`src/design/csm_pkg.sv`:
```
// shared types and constants of the clock settings menu
package csm_pkg;

  // menu states, one-hot
  typedef enum logic [15:0] {
    ST_CLOCK       = 16'h0001,
    ST_MAIN        = 16'h0002,
    ST_HOUR        = 16'h0004,
    ST_MINUTE      = 16'h0008,
    ST_DAY         = 16'h0010,
    ST_MONTH       = 16'h0020,
    ST_YEAR        = 16'h0040,
    ST_ALARM       = 16'h0080,
    ST_AL_EN       = 16'h0100,
    ST_AL_HOUR     = 16'h0200,
    ST_AL_MIN      = 16'h0400,
    ST_H24         = 16'h0800,
    ST_BR_DAY      = 16'h1000,
    ST_BR_NIGHT    = 16'h2000,
    ST_WIFI        = 16'h4000,
    ST_WIFI_RESET  = 16'h8000
  } csm_state_e;

  // event codes
  localparam logic [2:0] CMD_TICK   = 3'd0;
  localparam logic [2:0] CMD_UP     = 3'd1;
  localparam logic [2:0] CMD_DOWN   = 3'd2;
  localparam logic [2:0] CMD_SELECT = 3'd3;
  localparam logic [2:0] CMD_BACK   = 3'd4;

  // rtc write requests
  localparam logic [1:0] RTC_NONE = 2'd0;
  localparam logic [1:0] RTC_TIME = 2'd1;
  localparam logic [1:0] RTC_DATE = 2'd2;

  // field limits
  localparam logic [4:0]  DAY_MAX    = 5'd31;
  localparam logic [3:0]  MONTH_MAX  = 4'd12;
  localparam logic [11:0] YEAR_MIN   = 12'd2000;
  localparam logic [11:0] YEAR_MAX   = 12'd2099;
  localparam logic [3:0]  BRIGHT_MAX = 4'd15;

  localparam logic [15:0] IDLE_TIMEOUT_RESET = 16'd30000;

  // one input beat, second is not needed by the menu
  typedef struct packed {
    logic [2:0]  command;
    logic [4:0]  now_hour;
    logic [5:0]  now_minute;
    logic [4:0]  now_day;
    logic [3:0]  now_month;
    logic [11:0] now_year;
  } csm_item_t;

  // one result beat
  typedef struct packed {
    logic [3:0]  menu_state;
    logic [2:0]  menu_item;
    logic        alarm_slot;
    logic [4:0]  show_hour;
    logic [5:0]  show_minute;
    logic [4:0]  edit_day_out;
    logic [3:0]  edit_month_out;
    logic [11:0] edit_year_out;
    logic        edit_flag_out;
    logic [3:0]  brightness_out;
    logic [1:0]  rtc_write;
    logic        settings_saved;
  } csm_result_t;

  // complete menu state
  typedef struct packed {
    csm_state_e        cur_state;
    logic [2:0]        item_index;
    logic              slot_index;
    logic [4:0]        work_hour;
    logic [5:0]        work_minute;
    logic [4:0]        work_day;
    logic [3:0]        work_month;
    logic [11:0]       work_year;
    logic [31:0]       undo_date_time;
    logic [11:0]       work_alarm;
    logic [11:0]       undo_alarm;
    logic [1:0][11:0]  alarm_store;
    logic              hour24_flag;
    logic              hour24_work;
    logic [3:0]        bright_day_store;
    logic [3:0]        bright_night_store;
    logic [3:0]        bright_day_work;
    logic [3:0]        bright_night_work;
    logic [15:0]       idle_count;
  } csm_state_t;

  localparam csm_state_t STATE_RESET = '{
    cur_state:          ST_CLOCK,
    item_index:         3'd0,
    slot_index:         1'b0,
    work_hour:          5'd0,
    work_minute:        6'd0,
    work_day:           5'd1,
    work_month:         4'd1,
    work_year:          12'd2000,
    undo_date_time:     32'd0,
    work_alarm:         12'd0,
    undo_alarm:         12'd0,
    alarm_store:        24'd0,
    hour24_flag:        1'b0,
    hour24_work:        1'b0,
    bright_day_store:   4'd8,
    bright_night_store: 4'd2,
    bright_day_work:    4'd8,
    bright_night_work:  4'd2,
    idle_count:         16'd0
  };

endpackage

```
`src/design/clock_setting_menu_fsm_unit.sv`:
```
// top level of the clock settings menu: stream ports, input and result registers
//
// Each input beat on s_axis carries one button or tick event together with the
// current RTC time and date; each accepted beat gives exactly one result beat on
// m_axis with the menu state, the values being edited, an RTC write request and
// a settings-changed flag.
// The beat is held in an input register, the menu logic is combinational from
// that register into the result register, and m_axis is driven from the result
// register. One beat is taken every cycle as long as the receiver keeps up.
// When m_axis stalls, the result register holds its beat and the input register
// holds one more, after which s_axis_tready drops until the result is taken.
// The cfg channel writes the idle timeout in ticks; it is always ready and is to
// be written only while no beat is in flight.
// Reset puts the menu in clock view with all edit and stored settings at their
// defaults, the timeout at 30000 ticks and both stream registers empty.
module clock_setting_menu_fsm_unit (
  input  logic        clk_i,
  input  logic        rst_ni,
  // input events
  input  logic        s_axis_tvalid,
  output logic        s_axis_tready,
  // command[2:0], now_hour[7:3], now_minute[13:8], now_second[19:14],
  // now_day[24:20], now_month[28:25], now_year[40:29], zero[47:41]
  input  logic [47:0] s_axis_tdata,
  // results
  output logic        m_axis_tvalid,
  input  logic        m_axis_tready,
  // menu_state[3:0], menu_item[6:4], alarm_slot[7], show_hour[12:8],
  // show_minute[18:13], edit_day_out[23:19], edit_month_out[27:24],
  // edit_year_out[39:28], edit_flag_out[40], brightness_out[44:41],
  // rtc_write[46:45], settings_saved[47]
  output logic [47:0] m_axis_tdata,
  // idle timeout register write
  input  logic        cfg_valid_i,
  output logic        cfg_ready_o,
  input  logic [15:0] cfg_data_i
);

  logic                 in_valid_q;
  csm_pkg::csm_item_t   in_item_q;
  logic                 out_valid_q;
  csm_pkg::csm_result_t out_data_q;
  logic [15:0]          timeout_q;
  csm_pkg::csm_state_t  state_q;
  csm_pkg::csm_state_t  state_d;
  csm_pkg::csm_result_t result_d;
  csm_pkg::csm_item_t   item_d;
  logic                 advance;

  // handshake
  assign advance       = in_valid_q && (!out_valid_q || m_axis_tready);
  assign s_axis_tready = !in_valid_q || advance;
  assign cfg_ready_o   = 1'b1;

  // unpack the input beat
  always_comb begin
    item_d.command    = s_axis_tdata[2:0];
    item_d.now_hour   = s_axis_tdata[7:3];
    item_d.now_minute = s_axis_tdata[13:8];
    item_d.now_day    = s_axis_tdata[24:20];
    item_d.now_month  = s_axis_tdata[28:25];
    item_d.now_year   = s_axis_tdata[40:29];
  end

  // input register
  always_ff @(posedge clk_i or negedge rst_ni) begin
    if (!rst_ni) begin
      in_valid_q <= 1'b0;
    end else if (s_axis_tvalid && s_axis_tready) begin
      in_valid_q <= 1'b1;
    end else if (advance) begin
      in_valid_q <= 1'b0;
    end
  end

  always_ff @(posedge clk_i) begin
    if (s_axis_tvalid && s_axis_tready) begin
      in_item_q <= item_d;
    end
  end

  // menu logic
  csm_step u_step (
    .state_i  (state_q),
    .item_i   (in_item_q),
    .timeout_i(timeout_q),
    .state_o  (state_d),
    .result_o (result_d)
  );

  // menu state and timeout register
  always_ff @(posedge clk_i or negedge rst_ni) begin
    if (!rst_ni) begin
      state_q   <= csm_pkg::STATE_RESET;
      timeout_q <= csm_pkg::IDLE_TIMEOUT_RESET;
    end else begin
      if (advance) begin
        state_q <= state_d;
      end
      if (cfg_valid_i) begin
        timeout_q <= cfg_data_i;
      end
    end
  end

  // result register
  always_ff @(posedge clk_i or negedge rst_ni) begin
    if (!rst_ni) begin
      out_valid_q <= 1'b0;
    end else if (advance) begin
      out_valid_q <= 1'b1;
    end else if (m_axis_tready) begin
      out_valid_q <= 1'b0;
    end
  end

  always_ff @(posedge clk_i) begin
    if (advance) begin
      out_data_q <= result_d;
    end
  end

  // pack the result beat
  assign m_axis_tvalid = out_valid_q;
  assign m_axis_tdata  = {out_data_q.settings_saved, out_data_q.rtc_write,
                          out_data_q.brightness_out, out_data_q.edit_flag_out,
                          out_data_q.edit_year_out, out_data_q.edit_month_out,
                          out_data_q.edit_day_out, out_data_q.show_minute,
                          out_data_q.show_hour, out_data_q.alarm_slot,
                          out_data_q.menu_item, out_data_q.menu_state};

endmodule

```
`src/design/csm_step.sv`:
```
// next-state and result logic of the clock settings menu for one event
module csm_step (
  input  csm_pkg::csm_state_t  state_i,
  input  csm_pkg::csm_item_t   item_i,
  input  logic [15:0]          timeout_i,
  output csm_pkg::csm_state_t  state_o,
  output csm_pkg::csm_result_t result_o
);

  // main menu entries
  localparam logic [2:0] MENU_TIME     = 3'd0;
  localparam logic [2:0] MENU_DATE     = 3'd1;
  localparam logic [2:0] MENU_ALARM    = 3'd2;
  localparam logic [2:0] MENU_H24      = 3'd3;
  localparam logic [2:0] MENU_BR_DAY   = 3'd4;
  localparam logic [2:0] MENU_BR_NIGHT = 3'd5;
  localparam logic [2:0] MENU_WIFI     = 3'd6;

  // fold a value below three times the modulus back into range
  function automatic logic [6:0] mod_fold(input logic [6:0] v, input logic [6:0] m);
    logic [6:0] r;
    r = v;
    if (r >= m) r = r - m;
    if (r >= m) r = r - m;
    return r;
  endfunction

  function automatic logic [4:0] hour_step(input logic [4:0] h, input logic up,
                                           input logic dn);
    logic [6:0] t;
    t = {2'b00, h};
    if (up) t = mod_fold(t + 7'd1, 7'd24);
    else if (dn) t = mod_fold(t + 7'd23, 7'd24);
    return t[4:0];
  endfunction

  function automatic logic [5:0] minute_step(input logic [5:0] m, input logic up,
                                             input logic dn);
    logic [6:0] t;
    t = {1'b0, m};
    if (up) t = mod_fold(t + 7'd1, 7'd60);
    else if (dn) t = mod_fold(t + 7'd59, 7'd60);
    return t[5:0];
  endfunction

  // day wraps 1..31, an underflow goes to the top
  function automatic logic [4:0] day_step(input logic [4:0] d, input logic up,
                                          input logic dn);
    logic [6:0] x;
    logic [4:0] r;
    x = {2'b00, d};
    if (up) x = x + 7'd1;
    if (dn) x = x - 7'd1;
    if (x[6] || x == 7'd0) r = csm_pkg::DAY_MAX;
    else if (x > {2'b00, csm_pkg::DAY_MAX}) r = 5'd1;
    else r = x[4:0];
    return r;
  endfunction

  // month wraps 1..12
  function automatic logic [3:0] month_step(input logic [3:0] m, input logic up,
                                            input logic dn);
    logic [5:0] x;
    logic [3:0] r;
    x = {2'b00, m};
    if (up) x = x + 6'd1;
    if (dn) x = x - 6'd1;
    if (x[5] || x == 6'd0) r = csm_pkg::MONTH_MAX;
    else if (x > {2'b00, csm_pkg::MONTH_MAX}) r = 4'd1;
    else r = x[3:0];
    return r;
  endfunction

  // year wraps 2000..2099, an underflow below zero counts as too large
  function automatic logic [11:0] year_step(input logic [11:0] y, input logic up,
                                            input logic dn);
    logic [13:0] x;
    logic [11:0] r;
    x = {2'b00, y};
    if (up) x = x + 14'd1;
    if (dn) x = x - 14'd1;
    if (x[13]) r = csm_pkg::YEAR_MIN;
    else if (x < {2'b00, csm_pkg::YEAR_MIN}) r = csm_pkg::YEAR_MAX;
    else if (x > {2'b00, csm_pkg::YEAR_MAX}) r = csm_pkg::YEAR_MIN;
    else r = x[11:0];
    return r;
  endfunction

  // brightness saturates at 1..15
  function automatic logic [3:0] bright_step(input logic [3:0] v, input logic up,
                                             input logic dn);
    logic [3:0] r;
    r = v;
    if (up && r != csm_pkg::BRIGHT_MAX) r = r + 4'd1;
    if (dn && r != 4'd0) r = r - 4'd1;
    if (r == 4'd0) r = 4'd1;
    return r;
  endfunction

  function automatic logic [3:0] state_code(input csm_pkg::csm_state_e s);
    logic [3:0] c;
    unique case (s)
      csm_pkg::ST_CLOCK:      c = 4'd0;
      csm_pkg::ST_MAIN:       c = 4'd1;
      csm_pkg::ST_HOUR:       c = 4'd2;
      csm_pkg::ST_MINUTE:     c = 4'd3;
      csm_pkg::ST_DAY:        c = 4'd4;
      csm_pkg::ST_MONTH:      c = 4'd5;
      csm_pkg::ST_YEAR:       c = 4'd6;
      csm_pkg::ST_ALARM:      c = 4'd7;
      csm_pkg::ST_AL_EN:      c = 4'd8;
      csm_pkg::ST_AL_HOUR:    c = 4'd9;
      csm_pkg::ST_AL_MIN:     c = 4'd10;
      csm_pkg::ST_H24:        c = 4'd11;
      csm_pkg::ST_BR_DAY:     c = 4'd12;
      csm_pkg::ST_BR_NIGHT:   c = 4'd13;
      csm_pkg::ST_WIFI:       c = 4'd14;
      csm_pkg::ST_WIFI_RESET: c = 4'd15;
      default:                c = 4'd0;
    endcase
    return c;
  endfunction

  logic        button;
  logic        ev_up;
  logic        ev_dn;
  logic        ev_sel;
  logic        ev_back;
  logic        timed_out;
  logic        in_alarm;
  logic [1:0]  rtc;
  logic        saved;
  logic [4:0]  al_h;
  logic [5:0]  al_m;
  logic [11:0] al_word;
  logic [11:0] al_stored;
  logic [3:0]  br;
  csm_pkg::csm_state_t n;

  // event decode, unknown codes act as ticks
  always_comb begin
    button  = (item_i.command == csm_pkg::CMD_UP) || (item_i.command == csm_pkg::CMD_DOWN) ||
              (item_i.command == csm_pkg::CMD_SELECT) || (item_i.command == csm_pkg::CMD_BACK);
    ev_up   = item_i.command == csm_pkg::CMD_UP;
    ev_dn   = item_i.command == csm_pkg::CMD_DOWN;
    ev_sel  = item_i.command == csm_pkg::CMD_SELECT;
    ev_back = item_i.command == csm_pkg::CMD_BACK;
  end

  // menu update
  always_comb begin
    n         = state_i;
    rtc       = csm_pkg::RTC_NONE;
    saved     = 1'b0;
    al_h      = state_i.work_alarm[4:0];
    al_m      = state_i.work_alarm[10:5];
    al_word   = state_i.work_alarm;
    al_stored = state_i.alarm_store[state_i.slot_index];
    br        = state_i.bright_day_work;

    // idle counter saturates, a button clears it
    if (button) n.idle_count = 16'd0;
    else if (state_i.idle_count != 16'hFFFF) n.idle_count = state_i.idle_count + 16'd1;

    timed_out = (state_i.cur_state != csm_pkg::ST_CLOCK) && (n.idle_count >= timeout_i);

    if (timed_out) begin
      n.cur_state = csm_pkg::ST_CLOCK;
    end else begin
      unique case (state_i.cur_state)
        csm_pkg::ST_CLOCK: begin
          if (ev_sel) begin
            n.item_index        = 3'd0;
            n.work_hour         = item_i.now_hour;
            n.work_minute       = item_i.now_minute;
            n.work_day          = item_i.now_day;
            n.work_month        = item_i.now_month;
            n.work_year         = item_i.now_year;
            n.undo_date_time    = {item_i.now_year, item_i.now_month, item_i.now_day,
                                   item_i.now_minute, item_i.now_hour};
            n.hour24_work       = state_i.hour24_flag;
            n.bright_day_work   = state_i.bright_day_store;
            n.bright_night_work = state_i.bright_night_store;
            n.cur_state         = csm_pkg::ST_MAIN;
          end
        end
        csm_pkg::ST_MAIN: begin
          if (ev_up) n.item_index = state_i.item_index + 3'd1;
          if (ev_dn) n.item_index = state_i.item_index - 3'd1;
          if (ev_back) n.cur_state = csm_pkg::ST_CLOCK;
          if (ev_sel) begin
            unique case (state_i.item_index)
              MENU_TIME:     n.cur_state = csm_pkg::ST_HOUR;
              MENU_DATE:     n.cur_state = csm_pkg::ST_DAY;
              MENU_ALARM: begin
                n.cur_state  = csm_pkg::ST_ALARM;
                n.slot_index = 1'b0;
              end
              MENU_H24:      n.cur_state = csm_pkg::ST_H24;
              MENU_BR_DAY:   n.cur_state = csm_pkg::ST_BR_DAY;
              MENU_BR_NIGHT: n.cur_state = csm_pkg::ST_BR_NIGHT;
              MENU_WIFI:     n.cur_state = csm_pkg::ST_WIFI;
              default:       n.cur_state = csm_pkg::ST_WIFI_RESET;
            endcase
          end
        end
        csm_pkg::ST_HOUR: begin
          n.work_hour = hour_step(state_i.work_hour, ev_up, ev_dn);
          if (ev_back) begin
            n.work_hour = state_i.undo_date_time[4:0];
            n.cur_state = csm_pkg::ST_MAIN;
          end
          if (ev_sel) n.cur_state = csm_pkg::ST_MINUTE;
        end
        csm_pkg::ST_MINUTE: begin
          n.work_minute = minute_step(state_i.work_minute, ev_up, ev_dn);
          if (ev_back) begin
            n.work_minute = state_i.undo_date_time[10:5];
            n.cur_state   = csm_pkg::ST_HOUR;
          end
          if (ev_sel) begin
            rtc         = csm_pkg::RTC_TIME;
            n.cur_state = csm_pkg::ST_MAIN;
          end
        end
        csm_pkg::ST_DAY: begin
          n.work_day = day_step(state_i.work_day, ev_up, ev_dn);
          if (ev_sel) n.cur_state = csm_pkg::ST_MONTH;
          if (ev_back) begin
            n.work_day  = state_i.undo_date_time[15:11];
            n.cur_state = csm_pkg::ST_MAIN;
          end
        end
        csm_pkg::ST_MONTH: begin
          n.work_month = month_step(state_i.work_month, ev_up, ev_dn);
          if (ev_sel) n.cur_state = csm_pkg::ST_YEAR;
          if (ev_back) begin
            n.work_month = state_i.undo_date_time[19:16];
            n.cur_state  = csm_pkg::ST_DAY;
          end
        end
        csm_pkg::ST_YEAR: begin
          n.work_year = year_step(state_i.work_year, ev_up, ev_dn);
          if (ev_sel) begin
            rtc         = csm_pkg::RTC_DATE;
            n.cur_state = csm_pkg::ST_MAIN;
          end
          if (ev_back) begin
            n.work_year = state_i.undo_date_time[31:20];
            n.cur_state = csm_pkg::ST_MONTH;
          end
        end
        csm_pkg::ST_ALARM: begin
          if (ev_up || ev_dn) n.slot_index = ~state_i.slot_index;
          if (ev_back) n.cur_state = csm_pkg::ST_MAIN;
          if (ev_sel) begin
            n.work_alarm = al_stored;
            n.undo_alarm = al_stored;
            n.cur_state  = csm_pkg::ST_AL_EN;
          end
        end
        csm_pkg::ST_AL_EN: begin
          if (ev_up || ev_dn) n.work_alarm[11] = ~state_i.work_alarm[11];
          if (ev_back) begin
            n.work_alarm[11] = state_i.undo_alarm[11];
            n.cur_state      = csm_pkg::ST_ALARM;
          end
          if (ev_sel) begin
            // only the enable bit is committed here
            if (al_stored[11] != state_i.work_alarm[11]) begin
              n.alarm_store[state_i.slot_index][11] = state_i.work_alarm[11];
              saved = 1'b1;
            end
            n.cur_state = csm_pkg::ST_AL_HOUR;
          end
        end
        csm_pkg::ST_AL_HOUR: begin
          al_h = hour_step(state_i.work_alarm[4:0], ev_up, ev_dn);
          if (ev_back) begin
            al_h        = state_i.undo_alarm[4:0];
            n.cur_state = csm_pkg::ST_AL_EN;
          end
          if (ev_sel) n.cur_state = csm_pkg::ST_AL_MIN;
          n.work_alarm[4:0] = al_h;
        end
        csm_pkg::ST_AL_MIN: begin
          al_m = minute_step(state_i.work_alarm[10:5], ev_up, ev_dn);
          if (ev_back) begin
            al_m        = state_i.undo_alarm[10:5];
            n.cur_state = csm_pkg::ST_AL_HOUR;
          end
          al_word      = {state_i.work_alarm[11], al_m, state_i.work_alarm[4:0]};
          n.work_alarm = al_word;
          if (ev_sel) begin
            if (al_stored != al_word) begin
              n.alarm_store[state_i.slot_index] = al_word;
              saved = 1'b1;
            end
            n.cur_state = csm_pkg::ST_MAIN;
          end
        end
        csm_pkg::ST_H24: begin
          if (ev_up || ev_dn) n.hour24_work = ~state_i.hour24_work;
          if (ev_sel) begin
            saved         = state_i.hour24_flag != state_i.hour24_work;
            n.hour24_flag = state_i.hour24_work;
            n.cur_state   = csm_pkg::ST_MAIN;
          end
          if (ev_back) begin
            n.hour24_work = state_i.hour24_flag;
            n.cur_state   = csm_pkg::ST_MAIN;
          end
        end
        csm_pkg::ST_BR_DAY: begin
          br                = bright_step(state_i.bright_day_work, ev_up, ev_dn);
          n.bright_day_work = br;
          if (ev_sel) begin
            saved              = state_i.bright_day_store != br;
            n.bright_day_store = br;
            n.cur_state        = csm_pkg::ST_MAIN;
          end
          if (ev_back) begin
            n.bright_day_work = state_i.bright_day_store;
            n.cur_state       = csm_pkg::ST_MAIN;
          end
        end
        csm_pkg::ST_BR_NIGHT: begin
          br                  = bright_step(state_i.bright_night_work, ev_up, ev_dn);
          n.bright_night_work = br;
          if (ev_sel) begin
            saved                = state_i.bright_night_store != br;
            n.bright_night_store = br;
            n.cur_state          = csm_pkg::ST_MAIN;
          end
          if (ev_back) begin
            n.bright_night_work = state_i.bright_night_store;
            n.cur_state         = csm_pkg::ST_MAIN;
          end
        end
        default: begin
          // wi-fi screens fall back to clock view
          n.cur_state = csm_pkg::ST_CLOCK;
        end
      endcase
    end
  end

  // result view of the new state
  always_comb begin
    in_alarm = (n.cur_state == csm_pkg::ST_AL_EN) || (n.cur_state == csm_pkg::ST_AL_HOUR) ||
               (n.cur_state == csm_pkg::ST_AL_MIN);
    result_o.menu_state     = state_code(n.cur_state);
    result_o.menu_item      = n.item_index;
    result_o.alarm_slot     = n.slot_index;
    result_o.show_hour      = in_alarm ? n.work_alarm[4:0] : n.work_hour;
    result_o.show_minute    = in_alarm ? n.work_alarm[10:5] : n.work_minute;
    result_o.edit_day_out   = n.work_day;
    result_o.edit_month_out = n.work_month;
    result_o.edit_year_out  = n.work_year;
    result_o.edit_flag_out  = in_alarm ? n.work_alarm[11] : n.hour24_work;
    result_o.brightness_out = (n.cur_state == csm_pkg::ST_BR_NIGHT) ?
                              n.bright_night_work : n.bright_day_work;
    result_o.rtc_write      = rtc;
    result_o.settings_saved = saved;
  end

  assign state_o = n;

endmodule
```
`config.mk`:
```
export PLATFORM = sky130hd
export DESIGN_NAME = clock_setting_menu_fsm_unit
export DESIGN_NICKNAME = d
export VERILOG_FILES = /design/src/design/csm_pkg.sv /design/src/design/clock_setting_menu_fsm_unit.sv /design/src/design/csm_step.sv
export SDC_FILE = /design/constraint.sdc
export NUM_CORES = 1
export LEC_CHECK = 0
export BUFFER_PORTS_ARGS = -buffer_cell sky130_fd_sc_hd__buf_2
export CELL_PAD_IN_SITES_DETAIL_PLACEMENT = 1
export CELL_PAD_IN_SITES_GLOBAL_PLACEMENT = 1
export CORE_MARGIN = 4
export CORE_UTILIZATION = 45
export DETAILED_ROUTE_END_ITERATION = 8
export GPL_TIMING_DRIVEN = 1
export PLACE_DENSITY_LB_ADDON = 0.1
export SLEW_MARGIN = 0
export SYNTH_ARGS = -nofsm -noshare
export SYNTH_HDL_FRONTEND = slang
export SYNTH_SLANG_ARGS = --single-unit
export TNS_END_PERCENT = 20
```
`constraint.sdc`:
```
create_clock -name clk_i -period 12.12 [get_ports clk_i]
set_input_delay 3.636 -clock clk_i [delete_from_list [all_inputs] [get_ports clk_i]]
set_output_delay 3.636 -clock clk_i [all_outputs]
set_load 0.005 [all_outputs]
```
* After elaboration in Yosys (flattened, before gate mapping) *
Index checks and enable logic that the tools add are counted.

word-level totals
  flip-flop bits (word level) = 267
  input port bits = 69
  logic and storage cells = 393
  output and inout bits = 51

cells by class
  bitwise logic cells = 4
  add/sub/neg operators = 37
  reductions and logical operators = 36
  multiplexer cells = 200
  eq/ne operators = 52
  order comparisons = 23

operators by type and width
  operator                                                                              number
  16-bit 2-to-1 mux                                                                     23
  7-bit 2-to-1 mux                                                                      42
  16-bit one-hot mux with 12 select lines                                               1
  134-bit 2-to-1 mux                                                                    1
  24-bit 2-to-1 mux                                                                     5
  6-bit 2-to-1 mux                                                                      19
  4-bit 2-to-1 mux                                                                      28
  16-bit one-hot mux with 7 select lines                                                1
  12-bit 2-to-1 mux                                                                     9
  14-bit 2-to-1 mux                                                                     6
  5-bit 2-to-1 mux                                                                      14
  64-bit 2-to-1 mux                                                                     1
  4-bit one-hot mux with 15 select lines                                                1
  7-bit by 5-bit greater-or-equal comparator with 1-bit output (second input constant)  8
  7-bit by 6-bit greater-or-equal comparator with 1-bit output (second input constant)  8
  24-bit bitwise mux                                                                    2
  24-bit one-hot mux with 2 select lines                                                1
  16-bit by 10-bit equality test with 1-bit output (second input constant)              2
  16-bit by 11-bit equality test with 1-bit output (second input constant)              2
  16-bit by 12-bit equality test with 1-bit output (second input constant)              2
  16-bit by 13-bit equality test with 1-bit output (second input constant)              2
  16-bit by 14-bit equality test with 1-bit output (second input constant)              2
  16-bit by 2-bit equality test with 1-bit output (second input constant)               2
  16-bit by 3-bit equality test with 1-bit output (second input constant)               2
  other kinds (72)                                                                      168

* Logic depth before layout (Yosys ltp) *
  word-level depth = 21
  mapped depth = 23
  mapped depth without buffers = 20

* Modules after synthesis *
A second synthesis with hierarchy kept.

second synthesis, totals
  cells, all modules = 2167
  area, all modules = 20519.7 um^2

by module, submodules not included
  module                       sequential area each (um^2)  times used  cells each  area each (um^2)
  csm_step                     0.0                          1           1689        10512.6
  clock_setting_menu_fsm_unit  7121.8                       1           478         10007.1

* Worst setup path before layout *
Ideal clock, no wire load.

  kind = in2out
  from = input m_axis_tready
  to = output s_axis_tready
  path buffers = 0
  path slack = 4674 ps
  data arrival time = 3810 ps
  data required time = 8484 ps
  cell stages on the path = 1
  cell sequence = nand3b_1

on the way
  longest elaborated chain between the ends = 3

RTL lines
  element            RTL line                           source
  start, declared    clock_setting_menu_fsm_unit.sv:27  input logic m_axis_tready,
  1-bit logical OR   clock_setting_menu_fsm_unit.sv:51  assign advance = in_valid_q && (!out_valid_q || m_axis_tready);
  1-bit logical AND  clock_setting_menu_fsm_unit.sv:51
  1-bit logical OR   clock_setting_menu_fsm_unit.sv:52  assign s_axis_tready = !in_valid_q || advance;
  end, declared      clock_setting_menu_fsm_unit.sv:21  output logic s_axis_tready,

Every way passes these cells.

* Worst setup path in the final report *
Same ends and word-level chain as after synthesis.

==> metrics.md <==
| Metric | Value |
|---|---|
| Cell Int Power | roughly 2500 uW |
| Min-delay worst type | reg2reg |
| Clk pin slew, worst setup/hold paths | 60 ps |
| Die ar. | roughly 47,000 um2 |
| Crit path buf inv count | 2 |
| Via density | ~6.3 |
| Maximum clock rate | 130 MHz |
| Initial antenna violation count | 0 |
| Part of the power in registers | 32.8% |
| Crit-path max FO | 3 |
| Antenna diodes | 0 |
| Core ar. | approximately 42,000 um2 |
| CTS root buffer | clkbuf_16 |
| Antenna-violating nets left | 0 |
| Status | finished, final reports clean |
| Num CTS Buffers | 34 |
| Via count | between 15,000 and 20,000 |
| Crit path DAT | 4060 ps |
| Synth cell types | 109 |
| Clk pwr share | about 28% |
| FFs w/ async S/R, synth | 68.9% |
| R2r worst-path depth | 20 |
| Unrepaired setup endpoints after global routing | no |
| # DRC | 0 |
| Worst Max-Slew Pin Slew | ~1200 ps |
| Die Width | roughly 220 um |
| Layout area overhead | 11.1% |
| Mapped cell area | 19,400 um2 |
| Gpl congestion | about 0.9 |
| DR iter-0 viols | between 1,000 and 1,500 |
| Yosys warnings | 0 |
| Fin cells | 2,851 |
| FP Rows | between 70 and 80 |
| Worst IR Drop VDD | about 0.00013 V |
| Maximum clock path buffer count | 3 |
| Required @ worst endpoint | ~8500 ps |
| Pins over their slew limit | 0 |
| Global route overflow | 0 |
| Hold Vio Cnt, Final | 0 |
| IO Pins | 120 |
| Setup CP Type | in2out |
| Yosys reg bits | between 200 and 300 |
| Final setup fails | 0 |
| CTS tree | done |
| Sw Share | about two fifths |
| Seq/Total Area, Yosys | 36.6% |
| Hold-fix buffers at CTS | 0 |
| Mean post-synth cell area | 8.73 um2 |
| Delay-heaviest family, CP | buffers and inverters |
| IO buf count | roughly 110 |
| Clk_lat worst skew | between 500 and 600 ps |
| Ys flop type | dfrtp_1 |
| Critical path capture point type | primary output |
| Largest net degree at the start of global routing | 66 |
| Most common cell on crit path | buf_2 |
| Final net count | between 2,000 and 2,500 |
| Hpwl dp | 46,700 um |
| Clk sinks | 267 |
| Syn Nets | 2,360 |
| Crit path launch type | input pin |
| Cells after Synth | 2,227 |
| Net Sw Power | roughly 1600 uW |
| Avg WL per Cell | 23.7 um |
| CP peak stage delay | approximately 180 ps |
| Setup_tns | 0 ps |
| Total track usage | 28.4% |
| Comb power frac | between 30 and 40% |
| R2r setup slk | 5650 ps |
| Period minus WS final | about 7700 ps |
| Critical Path Source | m_axis_tready |
| Starting density of the core | between 40% and 50% |
| Share of cells above drive strength 1 | between 10% and 20% |
| HP Start | state_q[60]$_DFFE_PN0P_ |
| Die Y-Extent | ~220 um |
| Final Cycle Share | between 60% and 70% |
| CTS H-Tree Depth | 2 |
| Hold Path End | state_q[60]$_DFFE_PN0P_ |
| Post-CTS Setup Bufs | 0 |
| Vias in the first global route | ~19,000 |
| Hold path depth | 2 |
| Drt first pass iters | 6 |
| Slew HR | between 10% and 20% |
| EDFF count, synth | 83 |
| Post-Place Cells | around 2,800 |
| Wirelength, routed | approximately 67,000 um |
| Crit-path cells | buf_2 -> nand3b_1 -> buf_2 |
| Leak | about 0.0088 uW |
| Slowest-stage cell, CP | nand3b_1 |
| Pwr/cell area | about 190 nW/um2 |
| Max-cap violations | 0 |
| First-pass GRT wire length | between 100,000 and 150,000 um |
| Number of gates resized after CTS | 0 |
| CP Depth | 3 |
| RR Startpoint | state_q[75]$_DFFE_PN0P_ |
| Post-Route Skew | 31.0 ps |
cells in the mapped netlist (all sizes together) (9+ instances only):
master / n / area, um2
a211oi: 15 / 118
a21boi: 9 / 67.6
a21o: 23 / 173
a21oi: 120 / 631
a221oi: 9 / 78.8
a22oi: 30 / 230
a31oi: 40 / 250
and2: 17 / 106
and3: 22 / 138
buf: 37 / 204
clkbuf: 114 / 430
dfrtp: 164 / 4100
dfstp: 20 / 526
edfxtp: 83 / 2490
ha: 64 / 801
inv: 62 / 233
mux2: 72 / 886
mux2i: 55 / 551
nand2: 322 / 1210
nand2b: 23 / 151
nand3: 59 / 300
nand3b: 14 / 105
nand4: 25 / 156
nor2: 157 / 602
nor2b: 24 / 153
nor3: 53 / 285
nor3b: 9 / 72.6
nor4: 20 / 163
o211ai: 28 / 215
o21a: 12 / 90.1
o21ai: 191 / 960
o22ai: 23 / 144
o31ai: 24 / 180
or3: 9 / 61.3
or4: 15 / 135
xnor2: 77 / 674
xor2: 33 / 289
flip-flops by register name, summed over array words and instances (netlist names), named ones only:
name	flops
timeout_q	16
in_valid_q	1
m_axis_tvalid	1
in_item_q	35
state_q	142
m_axis_tdata	48
worst max path at each step:
stage | endpoint | slack [ps]
after floorplan | s_axis_tready | 4670
after global placement | s_axis_tready | 4440
after detailed placement | s_axis_tready | 4420
after CTS | s_axis_tready | 4410
after global routing | s_axis_tready | 4380
final | s_axis_tready | 4420
layout make-up:
class,instances,area [um2]
sequential,267,7120
tap,577,722
multi-input combinational,1747,11500
clock buffer,40,905
fill,4951,20700
inverter,62,235
timing repair buffer,136,767
clock inverter,22,343
worst reg2reg max path, cell delays in order, from the launching register on:
cell and delay [ps]:
dfrtp_1 870, ha_1 600, xnor2_1 220, inv_1 100, ha_1 310, nand3b_1 190, a2111oi_2 560, a31oi_1 160
mux2i_1 260, inv_1 70, ha_1 210, a32o_1 220, a221o_1 250, o21ai_1 240, o21ai_2 110, xnor2_1 210
a2111oi_4 400, a211oi_1 170, and2_1 310, a21oi_4 560, mux2_4 360
per-layer routing:
metal / track usage, % / vias up / share of wire [%]
met5: 0 / - / 0
met4: 8.05 / 0 / 2.9
met3: 3.81 / 118 / 4.3
met2: 50.0 / 434 / 49
met1: 36.5 / 9095 / 43
li1: - / 8227 / -
cell usage in the layout, fill, tap and decap left out, drive strengths merged, types with 23 or more instances in the layout:
master | netlist | routed
o22ai | 23 | 23
nor3 | 53 | 53
nand3 | 59 | 59
nand2b | 23 | 23
o31ai | 24 | 24
nor2b | 24 | 24
xnor2 | 77 | 77
o211ai | 28 | 28
edfxtp | 83 | 83
nor2 | 157 | 157
nand2 | 322 | 322
xor2 | 33 | 33
a21o | 23 | 23
a22oi | 30 | 30
o21ai | 191 | 191
nand4 | 25 | 25
mux2 | 72 | 72
inv | 62 | 62
clkbuf | 114 | 41
ha | 64 | 64
a31oi | 40 | 40
dfrtp | 164 | 164
buf | 37 | 135
a21oi | 120 | 120
mux2i | 55 | 55
stage by stage:
stage | instance area (um2) | hold slack (ps) | util [%] | setup slack (ps) | total power [uW]
2_1_floorplan | 19400 | 450 | - | 4670 | 2440
3_3_place_gp | 20300 | 463 | 48.1 | 4440 | 2880
3_5_place_dp | 20300 | 478 | 48.1 | 4420 | 2950
4_1_cts | 21600 | 492 | 51.0 | 4410 | 4110
5_1_grt | 21600 | 515 | 51.0 | 4380 | 4360
6_report | 21600 | 490 | 51.0 | 4420 | 4100
logic make-up (layout without fill, tap and decap cells):
| family | count (synthesis) | count (layout) | synth area share [%] |
|---|---|---|---|
| AO/OA/AOI/OAI | 638 | 638 | 21.8 |
| XOR/XNOR | 110 | 110 | 4.96 |
| adder cells (fa/ha/maj) | 64 | 64 | 4.12 |
| buffers and inverters | 213 | 260 | 4.46 |
| flip-flops | 267 | 267 | 36.6 |
| multiplexers | 127 | 127 | 7.39 |
| other | 1 | 1 | 0.0193 |
| AND/OR/NAND/NOR | 807 | 807 | 20.6 |
power groups by stage:
stage          Sequential (uW)  Clock (uW)  Combinational [uW]
5_1_grt                   1370        1200                1790
3_3_place_gp              1340           0                1530
4_1_cts                   1340        1160                1610
2_1_floorplan             1220           0                1230
6_report                  1340        1140                1620
3_5_place_dp              1350           0                1600
Note: power is estimated with default switching activity, not from simulation.
